### config.mk
export PLATFORM = sky130hd
export DESIGN_NAME = winograd_input_tile_transform_core
export DESIGN_NICKNAME = d
export VERILOG_FILES = /design/src/rtl/witt_pkg.sv /design/src/rtl/witt_row_combine.sv /design/src/rtl/witt_tile_bank.sv /design/src/rtl/witt_col_out.sv /design/src/rtl/winograd_input_tile_transform_core.sv
export SDC_FILE = /design/constraint.sdc
export NUM_CORES = 1
export LEC_CHECK = 0
export CORE_MARGIN = 2
export CORE_UTILIZATION = 40
export CTS_CLUSTER_DIAMETER = 60
export DETAILED_ROUTE_END_ITERATION = 10
export DONT_BUFFER_PORTS = 1
export HOLD_SLACK_MARGIN = 0.02
export PLACE_DENSITY = 0.64
export SETUP_SLACK_MARGIN = 0.5
export SKIP_LAST_GASP = 1
export SYNTH_ARGS = -nofsm -noshare
export SYNTH_HDL_FRONTEND = slang
export SYNTH_SLANG_ARGS = --single-unit
### constraint.sdc
create_clock -name clk -period 10.74 [get_ports clk]
set_input_delay 2.685 -clock clk [delete_from_list [all_inputs] [get_ports clk]]
set_output_delay 2.685 -clock clk [all_outputs]
set_load 0.05 [all_outputs]
### src/rtl/witt_pkg.sv
package witt_pkg;

    // Tile geometry: four rows of four samples.
    localparam int unsigned NUM_COLS  = 4;
    localparam int unsigned ROW_IDX_W = 2;

    typedef logic [ROW_IDX_W-1:0] row_idx_t;

    localparam row_idx_t FIRST_ROW = 2'd0;
    localparam row_idx_t LAST_ROW  = 2'd3;

    // Status of the transformed-row bank, seen by the output stage.
    typedef struct packed {
        logic     valid;
        row_idx_t row;
        logic     last;
    } bank_stat_t;

endpackage

### src/rtl/witt_row_combine.sv
module witt_row_combine #(
    parameter int unsigned SAMPLE_WIDTH = 16
) (
    input  logic                                            clk,
    input  logic                                            rst_n,
    input  logic                                            in_valid,
    output logic                                            in_ready,
    input  logic [witt_pkg::NUM_COLS-1:0][SAMPLE_WIDTH-1:0] samples,
    input  logic                                            bank_free,
    output logic                                            load,
    output logic [witt_pkg::NUM_COLS-1:0][witt_pkg::NUM_COLS-1:0][SAMPLE_WIDTH:0] m_rows
);

    localparam int unsigned MW = SAMPLE_WIDTH + 1;

    logic [SAMPLE_WIDTH-1:0] row_store_reg [0:2][witt_pkg::NUM_COLS];
    witt_pkg::row_idx_t      row_count_reg;
    witt_pkg::row_idx_t      row_count_next;
    logic                    accept;
    logic                    fourth_row;

    assign fourth_row = (row_count_reg == witt_pkg::LAST_ROW);
    // Rows 0..2 only go to the store; row 3 needs room in the bank.
    assign in_ready   = !fourth_row || bank_free;
    assign accept     = in_valid && in_ready;
    assign load       = accept && fourth_row;

    always_comb
    begin
        row_count_next = row_count_reg;
        if (accept)
        begin
            row_count_next = row_count_reg + witt_pkg::row_idx_t'(1);
        end
    end

    always_ff @(posedge clk or negedge rst_n)
    begin
        if (!rst_n)
        begin
            row_count_reg <= witt_pkg::FIRST_ROW;
        end
        else
        begin
            row_count_reg <= row_count_next;
        end
    end

    always_ff @(posedge clk)
    begin
        if (accept && !fourth_row)
        begin
            for (int j = 0; j < witt_pkg::NUM_COLS; j++)
            begin
                row_store_reg[row_count_reg][j] <= samples[j];
            end
        end
    end

    // Row combine: r0-r2, r1+r2, r2-r1, r3-r1, one bit of growth.
    for (genvar j = 0; j < witt_pkg::NUM_COLS; j++)
    begin : g_col
        logic signed [MW-1:0] r0;
        logic signed [MW-1:0] r1;
        logic signed [MW-1:0] r2;
        logic signed [MW-1:0] r3;

        assign r0 = {row_store_reg[0][j][SAMPLE_WIDTH-1], row_store_reg[0][j]};
        assign r1 = {row_store_reg[1][j][SAMPLE_WIDTH-1], row_store_reg[1][j]};
        assign r2 = {row_store_reg[2][j][SAMPLE_WIDTH-1], row_store_reg[2][j]};
        assign r3 = {samples[j][SAMPLE_WIDTH-1], samples[j]};

        assign m_rows[0][j] = r0 - r2;
        assign m_rows[1][j] = r1 + r2;
        assign m_rows[2][j] = r2 - r1;
        assign m_rows[3][j] = r3 - r1;
    end

endmodule

### src/rtl/witt_tile_bank.sv
module witt_tile_bank #(
    parameter int unsigned SAMPLE_WIDTH = 16
) (
    input  logic                 clk,
    input  logic                 rst_n,
    input  logic                 load,
    input  logic [witt_pkg::NUM_COLS-1:0][witt_pkg::NUM_COLS-1:0][SAMPLE_WIDTH:0] m_rows,
    input  logic                 pop,
    output witt_pkg::bank_stat_t stat,
    output logic                 bank_free,
    output logic [witt_pkg::NUM_COLS-1:0][SAMPLE_WIDTH:0] row_data
);

    logic [witt_pkg::NUM_COLS-1:0][witt_pkg::NUM_COLS-1:0][SAMPLE_WIDTH:0] bank_reg;
    logic                valid_reg;
    logic                valid_next;
    witt_pkg::row_idx_t  emit_idx_reg;
    witt_pkg::row_idx_t  emit_idx_next;
    logic                last_row;

    assign last_row   = (emit_idx_reg == witt_pkg::LAST_ROW);
    assign bank_free  = !valid_reg || (pop && last_row);
    assign stat.valid = valid_reg;
    assign stat.row   = emit_idx_reg;
    assign stat.last  = last_row;
    assign row_data   = bank_reg[emit_idx_reg];

    always_comb
    begin
        valid_next    = valid_reg;
        emit_idx_next = emit_idx_reg;
        if (load)
        begin
            valid_next    = 1'b1;
            emit_idx_next = witt_pkg::FIRST_ROW;
        end
        else if (pop)
        begin
            emit_idx_next = emit_idx_reg + witt_pkg::row_idx_t'(1);
            if (last_row)
            begin
                valid_next = 1'b0;
            end
        end
    end

    always_ff @(posedge clk or negedge rst_n)
    begin
        if (!rst_n)
        begin
            valid_reg    <= 1'b0;
            emit_idx_reg <= witt_pkg::FIRST_ROW;
        end
        else
        begin
            valid_reg    <= valid_next;
            emit_idx_reg <= emit_idx_next;
        end
    end

    always_ff @(posedge clk)
    begin
        if (load)
        begin
            bank_reg <= m_rows;
        end
    end

endmodule

### src/rtl/witt_col_out.sv
module witt_col_out #(
    parameter int unsigned SAMPLE_WIDTH = 16
) (
    input  logic                 clk,
    input  logic                 rst_n,
    input  witt_pkg::bank_stat_t stat,
    input  logic [witt_pkg::NUM_COLS-1:0][SAMPLE_WIDTH:0] row_data,
    output logic                 pop,
    output logic                 out_valid,
    input  logic                 out_ready,
    output logic [witt_pkg::NUM_COLS-1:0][SAMPLE_WIDTH+1:0] coef,
    output witt_pkg::row_idx_t   out_row,
    output logic                 tile_done
);

    localparam int unsigned CW = SAMPLE_WIDTH + 2;

    logic                                   valid_reg;
    logic                                   valid_next;
    logic [witt_pkg::NUM_COLS-1:0][CW-1:0]  coef_reg;
    logic [witt_pkg::NUM_COLS-1:0][CW-1:0]  coef_next;
    witt_pkg::row_idx_t                     row_reg;
    logic                                   done_reg;
    logic signed [CW-1:0]                   m0;
    logic signed [CW-1:0]                   m1;
    logic signed [CW-1:0]                   m2;
    logic signed [CW-1:0]                   m3;

    assign pop = stat.valid && (!valid_reg || out_ready);

    assign m0 = {row_data[0][SAMPLE_WIDTH], row_data[0]};
    assign m1 = {row_data[1][SAMPLE_WIDTH], row_data[1]};
    assign m2 = {row_data[2][SAMPLE_WIDTH], row_data[2]};
    assign m3 = {row_data[3][SAMPLE_WIDTH], row_data[3]};

    // Column combine within the row.
    assign coef_next[0] = m0 - m2;
    assign coef_next[1] = m1 + m2;
    assign coef_next[2] = m2 - m1;
    assign coef_next[3] = m3 - m1;

    always_comb
    begin
        valid_next = valid_reg;
        if (pop)
        begin
            valid_next = 1'b1;
        end
        else if (out_ready)
        begin
            valid_next = 1'b0;
        end
    end

    always_ff @(posedge clk or negedge rst_n)
    begin
        if (!rst_n)
        begin
            valid_reg <= 1'b0;
        end
        else
        begin
            valid_reg <= valid_next;
        end
    end

    always_ff @(posedge clk)
    begin
        if (pop)
        begin
            coef_reg <= coef_next;
            row_reg  <= stat.row;
            done_reg <= stat.last;
        end
    end

    assign out_valid = valid_reg;
    assign coef      = coef_reg;
    assign out_row   = row_reg;
    assign tile_done = done_reg;

endmodule

### src/rtl/winograd_input_tile_transform_core.sv
// Order: a fourth tile row is loaded into the bank register, then the first transformed
//   row goes to the output register; the rest follow one per cycle while tready is high.
// Throughput: one row word in and one row word out per cycle while m_axis_tready is high,
//   set by the single-row output register and the one-tile transformed-row bank.
// Reset (rst_n, async, active low) clears the row counter and all valid flags; sample and
//   coefficient storage is not reset.
module winograd_input_tile_transform_core #(
    parameter int unsigned SAMPLE_WIDTH = 16
) (
    input  logic                                        clk,
    input  logic                                        rst_n,

    // Input: one tile row per word.
    input  logic                                        s_axis_tvalid,
    output logic                                        s_axis_tready,
    // tdata: sample_0, sample_1, sample_2, sample_3 (SAMPLE_WIDTH each), zero pad
    input  logic [((4*SAMPLE_WIDTH+7)/8)*8-1:0]         s_axis_tdata,

    // Output: one transformed row per word.
    output logic                                        m_axis_tvalid,
    input  logic                                        m_axis_tready,
    // tdata: coef_0, coef_1, coef_2, coef_3 (SAMPLE_WIDTH+2 each), zero pad
    output logic [((4*(SAMPLE_WIDTH+2)+7)/8)*8-1:0]     m_axis_tdata,
    // tuser: out_row
    output logic [1:0]                                  m_axis_tuser,
    // tlast: tile_done, set on transformed row 3
    output logic                                        m_axis_tlast
);

    localparam int unsigned MW    = SAMPLE_WIDTH + 1;
    localparam int unsigned CW    = SAMPLE_WIDTH + 2;
    localparam int unsigned OUT_W = ((4*CW+7)/8)*8;

    logic [witt_pkg::NUM_COLS-1:0][SAMPLE_WIDTH-1:0]                 samples;
    logic [witt_pkg::NUM_COLS-1:0][witt_pkg::NUM_COLS-1:0][MW-1:0]   m_rows;
    logic [witt_pkg::NUM_COLS-1:0][MW-1:0]                           row_data;
    logic [witt_pkg::NUM_COLS-1:0][CW-1:0]                           coef;
    logic                 load;
    logic                 bank_free;
    logic                 pop;
    witt_pkg::bank_stat_t bank_stat;

    for (genvar j = 0; j < witt_pkg::NUM_COLS; j++)
    begin : g_unpack
        assign samples[j] = s_axis_tdata[j*SAMPLE_WIDTH +: SAMPLE_WIDTH];
    end

    // Rows 0..2 are held; row 3 triggers the row combine into the bank.
    witt_row_combine #(
        .SAMPLE_WIDTH (SAMPLE_WIDTH)
    ) u_row_combine (
        .clk       (clk),
        .rst_n     (rst_n),
        .in_valid  (s_axis_tvalid),
        .in_ready  (s_axis_tready),
        .samples   (samples),
        .bank_free (bank_free),
        .load      (load),
        .m_rows    (m_rows)
    );

    // Holds one tile of row-combined values; drained one row per cycle while the output
    // stage pops, and refilled on the same edge its last row drains.
    witt_tile_bank #(
        .SAMPLE_WIDTH (SAMPLE_WIDTH)
    ) u_tile_bank (
        .clk       (clk),
        .rst_n     (rst_n),
        .load      (load),
        .m_rows    (m_rows),
        .pop       (pop),
        .stat      (bank_stat),
        .bank_free (bank_free),
        .row_data  (row_data)
    );

    // Column combine and output register.
    witt_col_out #(
        .SAMPLE_WIDTH (SAMPLE_WIDTH)
    ) u_col_out (
        .clk       (clk),
        .rst_n     (rst_n),
        .stat      (bank_stat),
        .row_data  (row_data),
        .pop       (pop),
        .out_valid (m_axis_tvalid),
        .out_ready (m_axis_tready),
        .coef      (coef),
        .out_row   (m_axis_tuser),
        .tile_done (m_axis_tlast)
    );

    assign m_axis_tdata = OUT_W'(coef);

    // tlast marks exactly the last transformed row.
    assert property (@(posedge clk) disable iff (!rst_n)
        m_axis_tvalid |-> (m_axis_tlast == (m_axis_tuser == witt_pkg::LAST_ROW)))
        else $error("tlast does not match row index");

    // Rest of a tile follows without a bubble.
    assert property (@(posedge clk) disable iff (!rst_n)
        (m_axis_tvalid && m_axis_tready && !m_axis_tlast) |=> m_axis_tvalid)
        else $error("gap inside a transformed tile");

    // A fourth-row accept fills the bank starting at row 0.
    assert property (@(posedge clk) disable iff (!rst_n)
        load |=> (bank_stat.valid && (bank_stat.row == witt_pkg::FIRST_ROW)))
        else $error("bank not loaded after fourth row");

endmodule

; Yosys cells after proc, flatten, opt, wreduce, memory -nomap -nowiden
; Memories as Yosys holds them, arrays and structs flattened.
; Cells that the tools add are included.
[op_classes]
muxes = 11
n_addsub = 22
eq_ne = 2
n_reduce_logical = 15
order_cmp = 1
[ops]
columns = op, n
row1 = $sub A16 B16 Y17, 12
row2 = $bmux W68 S2, 1
row3 = $add A16 B16 Y17, 4
row4 = $mux W68, 1
row5 = $sub A17 B17 Y18, 3
row6 = $add A17 B17 Y18, 1
row7 = $mux W1, 7
row8 = $reduce_bool A2 Y1, 3
row9 = $logic_and A1 B1 Y1, 5
row10 = $add A2 B1 Y2 const B, 2
row11 = $eq A2 B2 Y1 const B, 2
row12 = $mux W2, 2
row13 = $logic_not A1 Y1, 3
row14 = $logic_or A1 B1 Y1, 3
row15 = $lt A2 B3 Y1 const B, 1
row16 = $reduce_and A2 Y1, 1
[totals]
memories = 1
ram_bits = 192
wordCells = 78
output_inout_bits = 77
reg_bits = 353
in_bits = 68
[memory_table]
columns = memory, words, width, read_ports, rd_ports_with_merged_regs, wr, line_no
row1 = u_row_combine.row_store_reg, 3, 64, 3, 0, 1, witt_row_combine.sv:16  ; logic [SAMPLE_WIDTH-1:0] row_store_reg [0:2][witt_pkg::NUM_COLS];

; Depth between registers and ports, before layout
[logic_depth]
depth_word = 10
ltp_mapped = 15
ltp_nobuf = 14

; Cells and area by module
; Synthesis repeated with hierarchy kept, for this count alone.
[hier_totals]
hier_cells = 2929
area_unflattened_um2 = 33838.7
[modules_own_cells]
columns = mod, area_each_um2, n_inst, seq_area_each_um2, cells_per_inst
row1 = witt_row_combine, 18133.6, 1, 5815.6, 1978
row2 = witt_tile_bank, 9963.3, 1, 8242.9, 369
row3 = witt_col_out, 5741.8, 1, 2247.2, 582

; Worst setup path after synthesis
; No wires, ideal clock.
[synth_path]
path_kind = input port to flip-flop
from = input port m_axis_tready
to = register u_tile_bank.valid_reg
slack_ns = 0.381
setup_ns = 0.106
t_arrival_ns = 10.253
t_required_ns = 10.634
path_stages = 5
path_cell_list = nand2b_1 a21boi_0 nand2_1 and3_1 or2_2
[synth_via]
elab_chain_len = 9
word_cells_on_any_way = 11
cone_classes = mux: 1 / reduce/logical: 10
[synth_lines]
columns = element, line_no
row1 = start: declaration, winograd_input_tile_transform_core.sv:21  ; input logic m_axis_tready,
row2 = $logic_or A1 B1 Y1 *, witt_col_out.sv:29  ; assign pop = stat.valid && (!valid_reg || out_ready);
row3 = $logic_and A1 B1 Y1 *, witt_col_out.sv:29
row4 = $logic_and A1 B1 Y1 *, witt_tile_bank.sv:22  ; assign bank_free = !valid_reg || (pop && last_row);
row5 = $logic_or A1 B1 Y1 *, witt_tile_bank.sv:22
row6 = $logic_or A1 B1 Y1 *, witt_row_combine.sv:24  ; assign in_ready = !fourth_row || bank_free;
row7 = via s_axis_tready, winograd_input_tile_transform_core.sv:15  ; output logic s_axis_tready,
row8 = $logic_and A1 B1 Y1 *, witt_row_combine.sv:25  ; assign accept = in_valid && in_ready;
row9 = $logic_and A1 B1 Y1 *, witt_row_combine.sv:26  ; assign load = accept && fourth_row;
row10 = via load, winograd_input_tile_transform_core.sv:38  ; logic load;
row11 = $reduce_bool A2 Y1 (no line), -
row12 = $reduce_and A2 Y1 (no line), -
row13 = end signal: assignment, witt_tile_bank.sv:56  ; valid_reg <= valid_next;
row14 = end: declaration, witt_tile_bank.sv:15  ; logic valid_reg;
; The timed path passes the listed nets; every way through them passes the cells marked *.
; A chain may end at the register's enable or synchronous reset.

; Final worst setup path
[layout_path]
from = input port m_axis_tready
to = output port s_axis_tready
[layout_via]
elab_chain_len = 5
[layout_lines]
columns = element, line_no
row1 = $logic_or A1 B1 Y1, witt_col_out.sv:29
row2 = $logic_and A1 B1 Y1, witt_col_out.sv:29
row3 = $logic_and A1 B1 Y1, witt_tile_bank.sv:22
row4 = $logic_or A1 B1 Y1, witt_tile_bank.sv:22
row5 = $logic_or A1 B1 Y1, witt_row_combine.sv:24
row6 = end: declaration, winograd_input_tile_transform_core.sv:15
; No other way between the ends.

==> impl_metrics.ini <==
[critical_path]
path_cells = nand2b_1 -> a21boi_0 -> nand2_1
crit_arrival_ps = 3450
critPathRequiredTime_ps = 8060
startpoint_type = input port
worst-setup-path-type = in -> out
crit_path_end_kind = primary output
critPathMaxStageDelay_ps = 370
cp_max_fo = 3
crit_slowest_cell = nand2_1
crit_family = simple AND/OR/NAND/NOR gates
path_buf_inv = 0

[logic_synthesis]
synth_warnings = 0
ys_seq_elements = 540
async_reset_ff_share_pct = 1.11
syn_nets = 3371
synth_compound_gate_area_share_pct = 13.5
avgSynthCellArea_um2 = 11.4
synth_edf_count = 534
synth_xor_area_share_pct = 5.97
ys.flop_type = edfxtp_1
synth_top_family_by_area = compound AO/OA/AOI/OAI gates
synth_simple_gate_area_share_pct = 9.92
synthAdderAreaFrac_pct = 13.4
yosysSeqAreaShare_pct = 48.0
synthMuxAreaShare_pct = 4.77
syn_area_um2 = 33700
syn_inst = 2954
yosys.cell_types.count = 75

[clock_tree]
clk_pin_slew_ps = 60
ctsRootBufferMaster = clkbuf_16
clk_path_buf_depth = 3
postCtsSetupRepairBufs = 0
clkSinkCount = 540
cts_tree = built
hold_buffers = 0
clk_latency_ps = 640
cts_resized = 0
htreeDepth = 2
numCtsBuffers = 60

[finish]
utilization_pct = 44.0
final_layout_size_suffix_gt1_share_pct = 6.61
diodes = 0
syn2layout_area_growth_pct = 9.10
final_net_count = 3363
largest_reg_flops = 268

[pwr]
p_sw_share_pct = 44.1
switching_power_uw = 5290
peakVddDrop_mv = 0.163
p_leak_uw = 0.0141
comb_power_share_pct = 48.3
power_density_nw_per_um2 = 326
pwr-share-seq_pct = 34.9
p_clk_share_pct = 16.8
p_int_uw = 6700

[die]
rows = 106
start_util_pct = 40.4
die_height_um = 294
die_area_um2 = 86700
pin_count = 145
die_w_um = 294
core_area_um2 = 83600

[timing]
slew_headroom_pct = 21.6
fmax_mhz = 163
clock_skew_ps = 50.3
setup_slack_ps = 4610
hold_ws_ps = 494
finalCriticalPeriod_ps = 6130
period_share_pct = 57.1
final-hold-violation-count = 0
setup_viol = 0
rsz0062_at_grt = false
drv_slew = 0
worst_pin_slew_ps = 1160
finalSetupTns_ps = 0

[global_route]
grt_pass1_wl_mm = 128
grt_pass1_vias = 21900
grt.overflow.total = 0
grt_util_all_layers_pct = 19.2
grt_max_degree = 153
antenna_found_initial = 0

[route]
drt_iter0_drc = 1835
route.detailed.drc = 0
ant_nets = 0
vias_per_cell = 5.50
dr.pass1.iters = 5
drt-total-wl_mm = 84.3
routed-via-count = 22400
wire_per_inst_um = 20.7

[job]
maxCapViolations = 0

[worst_hold_path]
hold_path_class = reg -> reg

[placed_design]
dpl_worst_slack_ps = 4530
hpwl_mm = 64.5
port_buffers = 0
gp_congestion = 0.879

[run_status]
status = completed
==> final timing paths <==
check,start,to,slack (ps),cells after the start
max reg2reg,u_tile_bank.emit_idx_reg[1],u_col_out.coef[70],5770,13
min,u_tile_bank.valid_reg,u_col_out.out_valid,490,1
max,m_axis_tready,s_axis_tready,4610,3
min reg2reg,u_tile_bank.valid_reg,u_col_out.out_valid,490,1
max in group asynchronous,rst_n,u_tile_bank.emit_idx_reg[1],8920,0
min in group asynchronous,rst_n,u_row_combine.row_count_reg[0],1730,0
==> synthesized netlist by cell type, drive strengths merged, types with 10 or more instances <==
cell type	number	share of area, %
a2111oi	12	0.31
a211o	10	0.26
a211oi	24	0.53
a21boi	13	0.29
a21o	45	1.0
a21oi	199	3.0
a311oi	11	0.29
a31oi	24	0.46
and2	13	0.24
and3	21	0.39
buf	16	0.24
clkbuf	64	0.72
edfxtp	534	48
fa	20	1.2
ha	329	12
inv	311	3.5
mux2i	10	0.30
mux4	64	4.3
nand2	98	1.1
nand2b	44	0.82
nand3	46	0.68
nand4	13	0.24
nor2	211	2.3
nor2b	65	1.2
nor3	63	0.93
nor3b	10	0.22
nor4	11	0.20
o2111ai	11	0.29
o211ai	20	0.45
o21a	51	1.1
o21ai	152	2.3
o21bai	28	0.62
o311ai	10	0.26
o31a	15	0.39
o31ai	12	0.27
or2	10	0.19
or3	13	0.24
or4	10	0.22
xnor2	167	4.3
xor2	63	1.6
==> cells in the final DEF, fill, tap and decap left out, drive strengths merged, types with 15 or more instances in the layout <==
cell type	Yosys	final
a31oi	24	24
o21a	51	51
nor2b	65	65
edfxtp	534	534
ha	329	329
clkinv	1	33
a21oi	199	199
nor2	211	211
a211oi	24	24
o21bai	28	28
nand2b	44	44
nor3	63	63
xor2	63	63
clkbuf	64	66
nand3	46	46
o21ai	152	152
inv	311	314
mux4	64	64
o211ai	20	20
xnor2	167	167
nand2	98	98
a21o	45	45
fa	20	20
o31a	15	15
and3	21	21
==> metal layers <==
layer	vias up	GRT usage [%]	part of all wire (%)
met3	119	4.08	6.1
li1	10900	-	-
met5	-	0	0
met2	544	30.3	45
met1	10900	26.3	46
met4	0	6.09	3.1
==> kinds of logic (layout without fill, tap and decap cells) <==
group,count (synthesis),count (layout)
AO/OA/AOI/OAI,700,700
XOR/XNOR,230,230
adder cells (fa/ha/maj),349,349
buffers and inverters,392,432
flip-flops,540,540
multiplexers,80,80
AND/OR/NAND/NOR,663,663
==> through the flow <==
| stage | power, µW | area, µm² | instances |
|---|---|---|---|
| floorplan | 8210 | 33700 | 2954 |
| global placement | 9910 | 34900 | 3964 |
| detailed placement | 9960 | 34900 | 3964 |
| CTS | 12000 | 36800 | 4074 |
| global route | 12700 | 36800 | 4074 |
| finish | 12000 | 36800 | 4074 |
==> power by group through the flow <==
stage	combinational (µW)	sequential, µW	clock (µW)
after floorplan	4140	4070	0
after global placement	5690	4220	0
after detailed placement	5730	4230	0
after CTS	5770	4190	2070
after global routing	6350	4240	2140
final	5790	4180	2020
==> area by class of cell <==
cell class / instances / area (µm²)
well taps: 1080 / 1350
flip-flops and latches: 540 / 16200
multi-input cells: 2022 / 16100
clock buffers: 66 / 1520
clock inverters: 44 / 409
inverters: 312 / 1170
repair buffers: 10 / 87.6
fillers: 7713 / 46800
==> worst register-to-register path: stages (launching register included) <==
cell and delay [ps]:
dfrtp_4 750, buf_4 670, xnor2_1 220, nor2_1 50
nor3_1 520, ha_1 280, inv_1 60, fa_1 460
a21o_1 220, a221oi_1 350, o21ai_1 210, a31oi_1 450
a21oi_1 200, a211o_1 280
Power figures use the tool's default switching activity.
